==> src/hw/rtl/rgb_to_hsv_hue_offset_defines.svh <==
// Assertion macros used by the back end (rhh_back) of the pixel converter.
`ifndef RGB_TO_HSV_HUE_OFFSET_DEFINES_SVH
`define RGB_TO_HSV_HUE_OFFSET_DEFINES_SVH

`ifndef ASSERT_OFF
`define RHH_ASSERT(lbl, clk, rst_n, prop) \
    lbl: assert property (@(posedge clk) disable iff (!rst_n) prop) \
        else $error("assertion failed");
`define RHH_ASSERT_NEVER(lbl, clk, rst_n, cond) \
    lbl: assert property (@(posedge clk) disable iff (!rst_n) !(cond)) \
        else $error("forbidden condition seen");
`else
`define RHH_ASSERT(lbl, clk, rst_n, prop)
`define RHH_ASSERT_NEVER(lbl, clk, rst_n, cond)
`endif

`endif

==> src/hw/rtl/rhh_pkg.sv <==
package rhh_pkg;

    localparam logic [8:0] OFFSET_RESET = 9'd40;
    localparam logic [8:0] DEG_WRAP     = 9'd360;
    localparam int unsigned DIV_STEPS   = 8;

    typedef enum logic [1:0] {
        SEC_RED,
        SEC_GREEN,
        SEC_BLUE
    } t_sector;

    // One classified pixel as it waits between front and back.
    typedef struct packed {
        logic [7:0]        value;
        logic [7:0]        delta;
        logic signed [8:0] diff;
        t_sector           sector;
    } t_cls;

    typedef struct packed {
        logic               grey;
        logic [7:0]         value;
        logic [15:0]        sat_num;
        logic signed [18:0] num;
        logic [16:0]        full;
        logic [12:0]        hue_den;
    } t_mid;

    typedef struct packed {
        logic        grey;
        logic [7:0]  value;
        logic [15:0] sat_rem;
        logic [7:0]  sat_q;
        logic [20:0] hue_rem;
        logic [7:0]  hue_q;
        logic [12:0] hue_den;
    } t_div;

    function automatic logic [8:0] sector_base(input t_sector s);
        logic [8:0] b;
        case (s)
            SEC_RED:   b = 9'd0;
            SEC_GREEN: b = 9'd120;
            SEC_BLUE:  b = 9'd240;
            default:   b = 9'd0;
        endcase
        return b;
    endfunction

endpackage

==> src/hw/rtl/rhh_if.sv <==
interface rhh_pix_if;
    logic       valid;
    logic       ready;
    logic [7:0] blue;
    logic [7:0] green;
    logic [7:0] red;
    modport source (output valid, blue, green, red, input ready);
    modport sink   (input valid, blue, green, red, output ready);
endinterface

interface rhh_hsv_if;
    logic       valid;
    logic       ready;
    logic [7:0] value;
    logic [7:0] saturation;
    logic [7:0] hue;
    modport source (output valid, value, saturation, hue, input ready);
    modport sink   (input valid, value, saturation, hue, output ready);
endinterface

==> src/hw/rtl/rgb_to_hsv_hue_offset.sv <==
// Converts one 8-bit blue, green, red pixel per transfer into value, saturation
// and hue (hue offset by a programmable number of degrees, then scaled to 0..254).
// A new pixel can be taken every cycle unless the output stalls; each pixel passes
// through the queue, a middle stage and the two eight-step restoring dividers
// that run one quotient bit per pipeline stage. The offset register resets
// to 40 degrees; writes of 360 or more are reduced by 360, and it should be
// written only while no pixel is in flight.
module rgb_to_hsv_hue_offset
    import rhh_pkg::*;
(
    input  logic       i_clk,
    input  logic       i_rst_n,
    input  logic       i_cfg_we,
    input  logic [8:0] i_cfg_wdata,
    rhh_pix_if.sink    i_pix,
    rhh_hsv_if.source  o_hsv
);

    logic [8:0] r_offset;
    logic [8:0] n_offset;
    t_cls       front_cls;
    t_cls       q_cls;
    logic       q_ready;
    logic       q_valid;
    logic       take;

    always_comb begin
        if (i_cfg_wdata >= DEG_WRAP) begin
            n_offset = i_cfg_wdata - DEG_WRAP;
        end else begin
            n_offset = i_cfg_wdata;
        end
    end

    always_ff @(posedge i_clk) begin
        if (!i_rst_n) begin
            r_offset <= OFFSET_RESET;
        end else if (i_cfg_we) begin
            r_offset <= n_offset;
        end
    end

    assign i_pix.ready = q_ready;

    rhh_front u_front (
        .i_blue  (i_pix.blue),
        .i_green (i_pix.green),
        .i_red   (i_pix.red),
        .o_cls   (front_cls)
    );

    rhh_queue u_queue (
        .i_clk   (i_clk),
        .i_rst_n (i_rst_n),
        .i_push  (i_pix.valid && q_ready),
        .i_data  (front_cls),
        .o_ready (q_ready),
        .i_pop   (take),
        .o_valid (q_valid),
        .o_data  (q_cls)
    );

    rhh_back u_back (
        .i_clk    (i_clk),
        .i_rst_n  (i_rst_n),
        .i_offset (r_offset),
        .i_valid  (q_valid),
        .i_cls    (q_cls),
        .o_take   (take),
        .o_hsv    (o_hsv)
    );

endmodule

==> src/hw/rtl/rhh_front.sv <==
module rhh_front
    import rhh_pkg::*;
(
    input  logic [7:0] i_blue,
    input  logic [7:0] i_green,
    input  logic [7:0] i_red,
    output t_cls       o_cls
);

    logic [7:0] mx;
    logic [7:0] mn;

    always_comb begin
        mx = i_red;
        if (i_green > mx) begin
            mx = i_green;
        end
        if (i_blue > mx) begin
            mx = i_blue;
        end
        mn = i_red;
        if (i_green < mn) begin
            mn = i_green;
        end
        if (i_blue < mn) begin
            mn = i_blue;
        end
    end

    // Red wins ties, then green, as in the sector rule.
    always_comb begin
        o_cls.value = mx;
        o_cls.delta = mx - mn;
        if (i_red == mx) begin
            o_cls.sector = SEC_RED;
            o_cls.diff   = $signed({1'b0, i_green}) - $signed({1'b0, i_blue});
        end else if (i_green == mx) begin
            o_cls.sector = SEC_GREEN;
            o_cls.diff   = $signed({1'b0, i_blue}) - $signed({1'b0, i_red});
        end else begin
            o_cls.sector = SEC_BLUE;
            o_cls.diff   = $signed({1'b0, i_red}) - $signed({1'b0, i_green});
        end
    end

endmodule

==> src/hw/rtl/rhh_queue.sv <==
module rhh_queue
    import rhh_pkg::*;
(
    input  logic i_clk,
    input  logic i_rst_n,
    input  logic i_push,
    input  t_cls i_data,
    output logic o_ready,
    input  logic i_pop,
    output logic o_valid,
    output t_cls o_data
);

    t_cls       r_mem [2];
    logic       r_wp;
    logic       r_rp;
    logic [1:0] r_cnt;
    logic       do_pop;

    assign o_ready = (r_cnt != 2'd2);
    assign o_valid = (r_cnt != 2'd0);
    assign o_data  = r_mem[r_rp];
    assign do_pop  = i_pop && o_valid;

    always_ff @(posedge i_clk) begin
        if (!i_rst_n) begin
            r_wp  <= 1'b0;
            r_rp  <= 1'b0;
            r_cnt <= 2'd0;
        end else begin
            if (i_push) begin
                r_wp <= ~r_wp;
            end
            if (do_pop) begin
                r_rp <= ~r_rp;
            end
            r_cnt <= r_cnt + {1'b0, i_push} - {1'b0, do_pop};
        end
    end

    always_ff @(posedge i_clk) begin
        if (i_push) begin
            r_mem[r_wp] <= i_data;
        end
    end

endmodule

==> src/hw/rtl/rhh_back.sv <==
`include "rgb_to_hsv_hue_offset_defines.svh"

module rhh_back
    import rhh_pkg::*;
(
    input  logic             i_clk,
    input  logic             i_rst_n,
    input  logic [8:0]       i_offset,
    input  logic             i_valid,
    input  t_cls             i_cls,
    output logic             o_take,
    rhh_hsv_if.source        o_hsv
);

    t_mid r_mid;
    logic r_mid_v;
    t_div r_div [DIV_STEPS + 1];
    logic r_div_v [DIV_STEPS + 1];
    t_mid n_mid;
    t_div n_div [DIV_STEPS + 1];
    logic en;

    function automatic t_div div_step(input t_div d, input int unsigned pos);
        t_div        o;
        logic [15:0] s_sh;
        logic [20:0] h_sh;
        o    = d;
        s_sh = 16'(d.value) << pos;
        h_sh = 21'(d.hue_den) << pos;
        if (d.sat_rem >= s_sh) begin
            o.sat_rem  = d.sat_rem - s_sh;
            o.sat_q[pos[2:0]] = 1'b1;
        end
        if (d.hue_rem >= h_sh) begin
            o.hue_rem  = d.hue_rem - h_sh;
            o.hue_q[pos[2:0]] = 1'b1;
        end
        return o;
    endfunction

    // The whole pipeline moves together whenever the output slot is empty or being taken.
    assign en     = !r_div_v[DIV_STEPS] || o_hsv.ready;
    assign o_take = en;

    always_comb begin
        logic [9:0]         base_deg;
        logic [17:0]        prod;
        logic signed [15:0] diffx;
        logic signed [15:0] d60;
        base_deg = {1'b0, sector_base(i_cls.sector)} + {1'b0, i_offset};
        prod     = 18'(base_deg) * 18'(i_cls.delta);
        diffx    = 16'(i_cls.diff);
        d60      = (diffx <<< 6) - (diffx <<< 2);
        n_mid.grey    = (i_cls.delta == 8'd0);
        n_mid.value   = i_cls.value;
        n_mid.sat_num = {i_cls.delta, 8'd0} - {8'd0, i_cls.delta};
        n_mid.num     = 19'(d60) + $signed({1'b0, prod});
        n_mid.full    = 17'(i_cls.delta) * 17'(DEG_WRAP);
        n_mid.hue_den = 13'(i_cls.delta) * 13'd24;
    end

    // Hue in degrees times delta is wrapped once, then scaled by 17/24.
    always_comb begin
        logic signed [18:0] fulls;
        logic signed [18:0] w;
        logic [16:0]        wu;
        fulls = $signed({2'b0, r_mid.full});
        if (r_mid.num < 0) begin
            w = r_mid.num + fulls;
        end else if (r_mid.num >= fulls) begin
            w = r_mid.num - fulls;
        end else begin
            w = r_mid.num;
        end
        wu = w[16:0];
        n_div[0].grey    = r_mid.grey;
        n_div[0].value   = r_mid.value;
        n_div[0].sat_rem = r_mid.sat_num;
        n_div[0].sat_q   = 8'd0;
        n_div[0].hue_rem = {wu, 4'd0} + 21'(wu);
        n_div[0].hue_q   = 8'd0;
        n_div[0].hue_den = r_mid.hue_den;
        for (int unsigned k = 0; k < DIV_STEPS; k++) begin
            n_div[k + 1] = div_step(r_div[k], DIV_STEPS - 1 - k);
        end
    end

    always_ff @(posedge i_clk) begin
        if (!i_rst_n) begin
            r_mid_v <= 1'b0;
            for (int unsigned k = 0; k <= DIV_STEPS; k++) begin
                r_div_v[k] <= 1'b0;
            end
        end else if (en) begin
            r_mid_v    <= i_valid;
            r_div_v[0] <= r_mid_v;
            for (int unsigned k = 0; k < DIV_STEPS; k++) begin
                r_div_v[k + 1] <= r_div_v[k];
            end
        end
    end

    always_ff @(posedge i_clk) begin
        if (en) begin
            r_mid <= n_mid;
            for (int unsigned k = 0; k <= DIV_STEPS; k++) begin
                r_div[k] <= n_div[k];
            end
        end
    end

    assign o_hsv.valid      = r_div_v[DIV_STEPS];
    assign o_hsv.value      = r_div[DIV_STEPS].value;
    assign o_hsv.saturation = r_div[DIV_STEPS].grey ? 8'd0 : r_div[DIV_STEPS].sat_q;
    assign o_hsv.hue        = r_div[DIV_STEPS].grey ? 8'd0 : r_div[DIV_STEPS].hue_q;

    `RHH_ASSERT_NEVER(a_hue_range, i_clk, i_rst_n, o_hsv.valid && (o_hsv.hue == 8'hFF))
    `RHH_ASSERT(a_zero_value, i_clk, i_rst_n, (o_hsv.valid && o_hsv.value == 8'd0) |-> (o_hsv.saturation == 8'd0 && o_hsv.hue == 8'd0))
    `RHH_ASSERT(a_stall_hold, i_clk, i_rst_n, (o_hsv.valid && !o_hsv.ready) |=> (o_hsv.valid && $stable(o_hsv.hue) && $stable(o_hsv.saturation)))

endmodule

==> src/flat_wrapper.sv <==
// flat-port wrapper written by rule: the top's interface ports become plain ports
module rgb_to_hsv_hue_offset_flat import rhh_pkg::*;
  (i_clk, i_rst_n, i_cfg_we, i_cfg_wdata, i_pix_valid, i_pix_blue, i_pix_green, i_pix_red, i_pix_ready, o_hsv_valid, o_hsv_value, o_hsv_saturation, o_hsv_hue, o_hsv_ready);
  rhh_pix_if i_pix_i ();
  rhh_hsv_if o_hsv_i ();
  input  logic i_clk;
  input  logic i_rst_n;
  input  logic i_cfg_we;
  input  logic [8:0] i_cfg_wdata;
  input wire logic [$bits(i_pix_i.valid)-1:0] i_pix_valid;
  input wire logic [$bits(i_pix_i.blue)-1:0] i_pix_blue;
  input wire logic [$bits(i_pix_i.green)-1:0] i_pix_green;
  input wire logic [$bits(i_pix_i.red)-1:0] i_pix_red;
  output wire logic [$bits(i_pix_i.ready)-1:0] i_pix_ready;
  output wire logic [$bits(o_hsv_i.valid)-1:0] o_hsv_valid;
  output wire logic [$bits(o_hsv_i.value)-1:0] o_hsv_value;
  output wire logic [$bits(o_hsv_i.saturation)-1:0] o_hsv_saturation;
  output wire logic [$bits(o_hsv_i.hue)-1:0] o_hsv_hue;
  input wire logic [$bits(o_hsv_i.ready)-1:0] o_hsv_ready;
  assign i_pix_i.valid = i_pix_valid;
  assign i_pix_i.blue = i_pix_blue;
  assign i_pix_i.green = i_pix_green;
  assign i_pix_i.red = i_pix_red;
  assign i_pix_ready = i_pix_i.ready;
  assign o_hsv_valid = o_hsv_i.valid;
  assign o_hsv_value = o_hsv_i.value;
  assign o_hsv_saturation = o_hsv_i.saturation;
  assign o_hsv_hue = o_hsv_i.hue;
  assign o_hsv_i.ready = o_hsv_ready;
  rgb_to_hsv_hue_offset u_core (.i_clk(i_clk), .i_rst_n(i_rst_n), .i_cfg_we(i_cfg_we), .i_cfg_wdata(i_cfg_wdata), .i_pix(i_pix_i), .o_hsv(o_hsv_i));
endmodule
==> config.mk <==
export PLATFORM = sky130hd
export DESIGN_NAME = rgb_to_hsv_hue_offset_flat
export DESIGN_NICKNAME = d
export VERILOG_FILES = /design/src/hw/rtl/rhh_pkg.sv /design/src/hw/rtl/rhh_if.sv /design/src/hw/rtl/rgb_to_hsv_hue_offset.sv /design/src/hw/rtl/rhh_front.sv /design/src/hw/rtl/rhh_queue.sv /design/src/hw/rtl/rhh_back.sv /design/src/flat_wrapper.sv
export VERILOG_INCLUDE_DIRS = /design/src /design/src/hw/rtl
export SDC_FILE = /design/constraint.sdc
export NUM_CORES = 1
export LEC_CHECK = 0
export BUFFER_PORTS_ARGS = -buffer_cell sky130_fd_sc_hd__buf_4
export CELL_PAD_IN_SITES_DETAIL_PLACEMENT = 0
export CELL_PAD_IN_SITES_GLOBAL_PLACEMENT = 1
export CORE_MARGIN = 5
export CORE_UTILIZATION = 50
export CTS_BUF_LIST = sky130_fd_sc_hd__clkbuf_16
export DETAILED_ROUTE_END_ITERATION = 10
export PLACE_DENSITY = 0.88
export REMOVE_ABC_BUFFERS = 1
export SYNTH_ARGS = -nofsm -noshare
export SYNTH_HDL_FRONTEND = slang
export SYNTH_SLANG_ARGS = --single-unit
==> constraint.sdc <==
create_clock -name i_clk -period 63.3 [get_ports i_clk]
set_input_delay 15.825 -clock i_clk [delete_from_list [all_inputs] [get_ports i_clk]]
set_output_delay 15.825 -clock i_clk [all_outputs]
set_load 0.05 [all_outputs]
==> results by group, run 1 <==
Status
  – Status: finished clean

Global route
  – Global Route Usage Sum: between 10% and 20%
  – Gr ovfl total: 0
  – Largest net degree at the start of global routing: a little under 200
  – First-pass GRT wire length: between 100 and 150 mm
  – Vias in the first global route: ~24000
  – Initial antenna violation count: 0

Place
  – Port Buffer Count: 63
  – Placer Congestion: ~0.87
  – DP Wirelength: around 52 mm

Timing
  – Final worst path period share: 33.6%
  – Final setup viols: 0
  – Relative slew margins: a little under a third
  – Final TNS setup: 0 ps
  – Final Hold Viols: 0
  – Worst-Margin Slew: 1040 ps
  – Unrepaired setup endpoints after global routing: no
  – Pins Over Slew Limit: 0
  – Post-route minimum period: about 21000 ps
  – Fmax: approximately 0.047 GHz
  – Worst-case clock skew: roughly 20 ps

Cells and area
  – Area delta synth->final: 10.1%
  – Flip-flop and latch area: between 15000 and 20000 um2
  – Fill cells: about 6400
  – # diodes: 0
  – Layout cell share with drive strength beyond 1: ~6.7%
  – Multi-input gate area: approximately 17000 um2
  – Layout Nets: ~4000

Setup path
  – Worst R2R End: u_core.u_back.r_mid[48]
  – Kind of cell adding the most delay to the critical path: compound AO/OA/AOI/OAI gates
  – Register-to-Register Path Depth: 34
  – Most frequent cell on the critical path: a21o_1
  – Stages on the worst setup path: 24
  – Slowest CP cell: a21o_1
  – Critical path cell sequence: buf_4, inv_1, ha_1, nor2b_1, o31ai_1, a211oi_1, or2_1, a21oi_1, ha_1, a21oi_1, o21ai_0, mux2i_1, a21o_1, inv_1, a21boi_0, ha_1, nor2b_1, o21ai_0, nand2b_1, a21o_1, a21o_1, a21o_1, a21oi_1, xnor2_1
  – Critical Path Max Stage Delay: roughly 540 ps
  – CP endpoint kind: flop
  – Critical path class: in -> reg
  – Critical path origin: i_pix_green[1]
  – Required @ worst endpoint: between 60000 and 70000 ps
  – Reg-to-reg slack, setup: roughly 55000 ps
  – Critical path fanouts, max: 21
  – CP arrival: ~22000 ps
  – Crit path launch type: input pin
  – CP Buf/Inv Count: 3
  – CP Capture Point: u_core.u_queue.r_mem[1][18]

Clocking
  – Clock latency on the worst-skew pair: around 610 ps
  – Post-CTS setup buffer count: 0
  – Maximum clock path buffer count: 3
  – Clock slew at reported path FFs: ~60 ps
  – Hold_buf cts: 0
  – CTS resizes: 0
  – H-Tree Depth: 3
  – Inserted Clock Buffers: 70
  – CTS sink cnt: 657
  – Clock root buffer: clkbuf_16
  – CTS tree: yes

Routing
  – Post-route DRC violation count: 0
  – Vias per inst: about 5.3
  – Antenna viol nets, final: 0
  – TritonRoute pass-1 iters: 5
  – Routed WL: 70.6 mm
  – WL/cell: roughly 15 um
  – Initial DRC count: between 1000 and 1500
  – Vias: 24300

Die
  – Core area: around 77000 um2
  – Rows: between 100 and 150
  – Die area: between 80000 and 90000 um2
  – Die Y: between 200 and 300 um
  – Initial core utilization: roughly 50%
  – Die Wd: slightly below 300 um
  – I/O pin count: 64

Logic synthesis
  – Post-synth EDFFs: approximately 640
  – Cells after Synth: between 3000 and 4000
  – Post-synthesis cell area: around 39000 um2
  – Yosys reg bits: roughly 660
  – Yosys warns: 0
  – Async SR Flop Fraction: 0%
  – Main synth FF type: edfxtp_1
  – Mean Syn Cell Area: 11.4 um2
  – Synth unique cells: slightly above 80
  – Sequential fraction of the synthesis area: around half

Hold path
  – Hold WC Path Type: reg -> reg

Job
  – Count of maximum capacitance violations: 0
## cells in the mapped netlist, drive strengths merged (14+ instances only)
master	count	share of area (%)
edfxtp	642	50
inv	421	4.1
ha	348	11
nor2	232	2.2
a21oi	202	2.6
o21ai	179	2.3
nand2	176	1.7
xnor2	144	3.2
nor2b	104	1.7
fa	89	4.6
xor2	86	1.9
a21o	77	1.5
nand2b	61	0.98
mux2i	58	1.5
nor3	56	0.75
clkbuf	49	0.47
nand3	42	0.54
nor4	31	0.50
a21boi	28	0.54
nand4	27	0.44
and3	24	0.39
buf	23	0.40
o21bai	22	0.43
mux2	20	0.58
o21a	20	0.39
o31ai	19	0.37
or2	19	0.31
a211oi	17	0.33
or3	17	0.27
dfxtp	15	0.77
o211ai	14	0.28
## layer usage
| metal | share of wire [%] | vias up | global-route usage (%) |
|---|---|---|---|
| li1 | - | 12200 | - |
| met1 | 41 | 11500 | 20.1 |
| met2 | 53 | 360 | 31.9 |
| met3 | 3.6 | 134 | 2.64 |
| met4 | 2.6 | 0 | 4.60 |
| met5 | 0 | - | 0 |
## worst min-delay path by stage
stage / endpoint / from / depth (start not counted)
after floorplan: u_core.u_back.r_div[0][10] / u_core.u_back.n_div[610] / 0
after global placement: u_core.u_back.r_div[0][9] / u_core.u_back.n_div[609] / 0
after detailed placement: u_core.u_back.r_div[0][10] / u_core.u_back.n_div[610] / 0
after CTS: u_core.u_back.r_div[0][199] / u_core.u_back.r_div[0][124] / 0
after global routing: u_core.u_back.r_div[0][224] / u_core.u_back.r_div[0][149] / 0
final: u_core.u_back.r_div[0][199] / u_core.u_back.r_div[0][124] / 0
## layout by cell type, fill, tap and decap left out, drive strengths merged, types with 15 or more instances in the layout
master and count:
o21ai 179, dfxtp 15, nand4 27, nor3 56, fa 89, a211oi 17
nand2b 61, mux2 20, clkinv 26, mux2i 58, o21a 20, inv 442
nor2 232, a21boi 28, or3 17, nand2 176, nor2b 104, nand3 42
a21o 77, o31ai 19, nor4 31, o21bai 22, a21oi 202, clkbuf 72
xnor2 144, ha 348, edfxtp 642, or2 19, and3 24, xor2 86
buf 87
## through the flow
stage          instance area [um2]  instances  hold WS, ps  worst slack (ps)  util, %
2_1_floorplan                38500       3327          400             32680        -
3_3_place_gp                 40500       4454          400             41530     52.4
3_5_place_dp                 40500       4454          405             41440     52.4
4_1_cts                      42700       4582          387             42060     55.4
5_1_grt                      42700       4582          412             41490     55.4
6_report                     42700       4582          399             42020     55.4
## sequential cells by signal, indices dropped and copies added (netlist names), 2 cells and up, named ones only
signal	count
u_core.r_offset	9
u_core.u_back.n_div	33
u_core.u_back.r_div	514
u_core.u_back.r_div_v	9
u_core.u_back.r_mid	32
u_core.u_queue.r_cnt	2
u_core.u_queue.r_mem	54
## cell families after synthesis
| group | count (synthesis) | share of synthesized area, % |
|---|---|---|
| buf+inv | 493 | 4.95 |
| simple gates | 848 | 11.0 |
| xor+xnor | 230 | 5.19 |
| mux | 78 | 2.08 |
| compound gates | 656 | 10.5 |
| fa+ha+maj | 437 | 15.8 |
| flops | 657 | 50.4 |
## cell type report
cell class / count / share of cell area (%)
flip-flops and latches: 657 / 45.8
multi-input cells: 2249 / 40.6
clock buffers: 72 / 4.22
inverters: 421 / 3.71
well taps: 1040 / 3.04
repair buffers: 87 / 1.56
clock inverters: 56 / 1.08
Power of run 1 is not shown: default switching activity piles up to over one toggle a cycle in this logic, so the estimate is an artifact.
==> inputs of run 2 (changes only) <==
Settings changed: CORE_UTILIZATION 50 to 47, PLACE_DENSITY 0.88 to 0.87.
Clock period 63.3 ns to 19.15 ns, I/O delays scaled along.
==> run 2 against run 1 <==
Non-clock buffer count grew 1. Core utilization is 3.3 points lower. Wire length shrank 0.63%. Cell count is 0.59% higher. Via count about the same. Die area rose by 6.2%. Clock skew increased by 9.5 ps. Flip-flop and latch count unchanged. Critical path depth is the same.
==> results by group, run 2 (synthesis results as in run 1) <==
Clocking
  – Clock root buffer: clkbuf_16
  – H-Tree Depth: 3
  – CTS sink cnt: 657
  – Inserted Clock Buffers: between 60 and 70
  – Maximum clock path buffer count: 3
  – Clock latency on the worst-skew pair: about 600 ps
  – Hold_buf cts: 0
  – Clock slew at reported path FFs: about 60 ps
  – CTS tree: yes
  – CTS resizes: 0
  – Post-CTS setup buffer count: 0

Setup path
  – Critical path class: in -> reg
  – CP endpoint kind: flop
  – Crit path launch type: input pin
  – Critical path fanouts, max: 21
  – Required @ worst endpoint: just under 20000 ps
  – CP arrival: roughly 11000 ps

Timing
  – Pins Over Slew Limit: 0
  – Worst-Margin Slew: approximately 1000 ps
  – Final Hold Viols: 0
  – Final setup viols: 0
  – Final TNS setup: 0 ps
  – Relative slew margins: between 30 and 40%
  – Final worst path period share: between 50% and 60%
  – Worst-case clock skew: ~30 ps
  – Fmax: just under 0.1 GHz
  – Post-route minimum period: about 10000 ps
  – Unrepaired setup endpoints after global routing: no

Cells and area
  – Fill cells: approximately 7000
  – Top reg by flops: u_core.u_back.r_div
  – Layout cell share with drive strength beyond 1: between 7 and 8%
  – Max reg flops: around 500
  – Most common cell after layout, fill and taps aside: edfxtp_1
  – # diodes: 0
  – Multi-input gate area: 17300 um2
  – Final instance area: about 43000 um2
  – Area delta synth->final: 9.86%
  – Layout Nets: just under 4000
  – Flip-flop and latch area: roughly 20000 um2
  – Most frequent cells in the layout: edfxtp_1 (642), inv_1 (428), ha_1 (348)

Global route
  – Largest net degree at the start of global routing: around 110
  – Gr ovfl total: 0
  – First-pass GRT wire length: 116 mm
  – Initial antenna violation count: 0
  – Global Route Usage Sum: 15.6%
  – Vias in the first global route: between 20000 and 25000

Die
  – Die area: 88500 um2
  – Core area: a little over 80000 um2
  – Die Y: ~300 um
  – Rows: about 110
  – Die Wd: slightly below 300 um
  – I/O pin count: 64
  – Initial core utilization: about 47%

Routing
  – WL met1: ~30 mm
  – Vias: 24300
  – Wire length on met3: between 2 and 2.5 mm
  – Vias per inst: 5.27
  – Routed WL: between 70 and 80 mm
  – Post-route DRC violation count: 0
  – Top Metal Used: met4
  – WL/cell: roughly 15 um
  – TritonRoute pass-1 iters: 5
  – Initial DRC count: approximately 1100
  – Met2 wire length: ~37 mm
  – Antenna viol nets, final: 0

Job
  – Count of maximum capacitance violations: 0

Place
  – Placer Congestion: a little under 0.9
  – Area after DPL: 40500 um2
  – Port Buffer Count: 63
  – DP Wirelength: 52.8 mm

Status
  – Status: finished clean

Hold path
  – Hold WC Path Type: reg -> reg
[run 2: worst paths after layout]
check        slack (ps)                     endpoint                      from  cells past startpoint
min reg2reg         390    u_core.u_back.r_div[0][6]  u_core.u_back.n_div[606]                      0
min                 390    u_core.u_back.r_div[0][6]  u_core.u_back.n_div[606]                      0
max reg2reg       10410      u_core.u_back.r_mid[48]                      flop                     33
max                8910  u_core.u_queue.r_mem[1][18]            i_pix_green[1]                     24
[run 2: layer usage]
layer  GRT usage, %  vias to the layer above
met5              0                        -
met3           2.37                      139
met4           4.37                        0
met2           29.0                      371
li1               -                    12200
met1           18.8                    11500
[run 2: final cells by class]
cell class	count	area share, %
Clock inverter	55	0.986
Tap cell	1070	3.14
Timing Repair Buffer	88	1.55
Inverter	421	3.72
Clock buffer	69	4.05
Sequential cell	657	45.9
Multi-Input combinational cell	2249	40.7
[run 2: critical path, stage by stage]
cell	delay, ps
buf_4	140
inv_1	90
ha_1	290
nor2b_1	150
o31ai_1	390
a211oi_1	190
or2_1	500
a21oi_1	410
ha_1	330
a21oi_1	120
o21ai_0	140
mux2i_1	170
a21o_1	550
inv_1	310
a21boi_0	470
ha_1	310
nor2b_1	120
o21ai_0	160
nand2b_1	110
a21o_1	190
a21o_1	200
a21o_1	170
a21oi_1	170
xnor2_1	110
[run 2: per-stage QoR]
step                setup WS (ps)  hold WS (ps)  util (%)  std cells
floorplan                    -435           400         -       3327
global placement             8460           400      49.4       4485
detailed placement           8340           405      49.4       4485
CTS                          8960           397      52.0       4609
global route                 8420           418      52.0       4609
finish                       8910           393      52.0       4609
Power of run 2 is left out for the same reason.
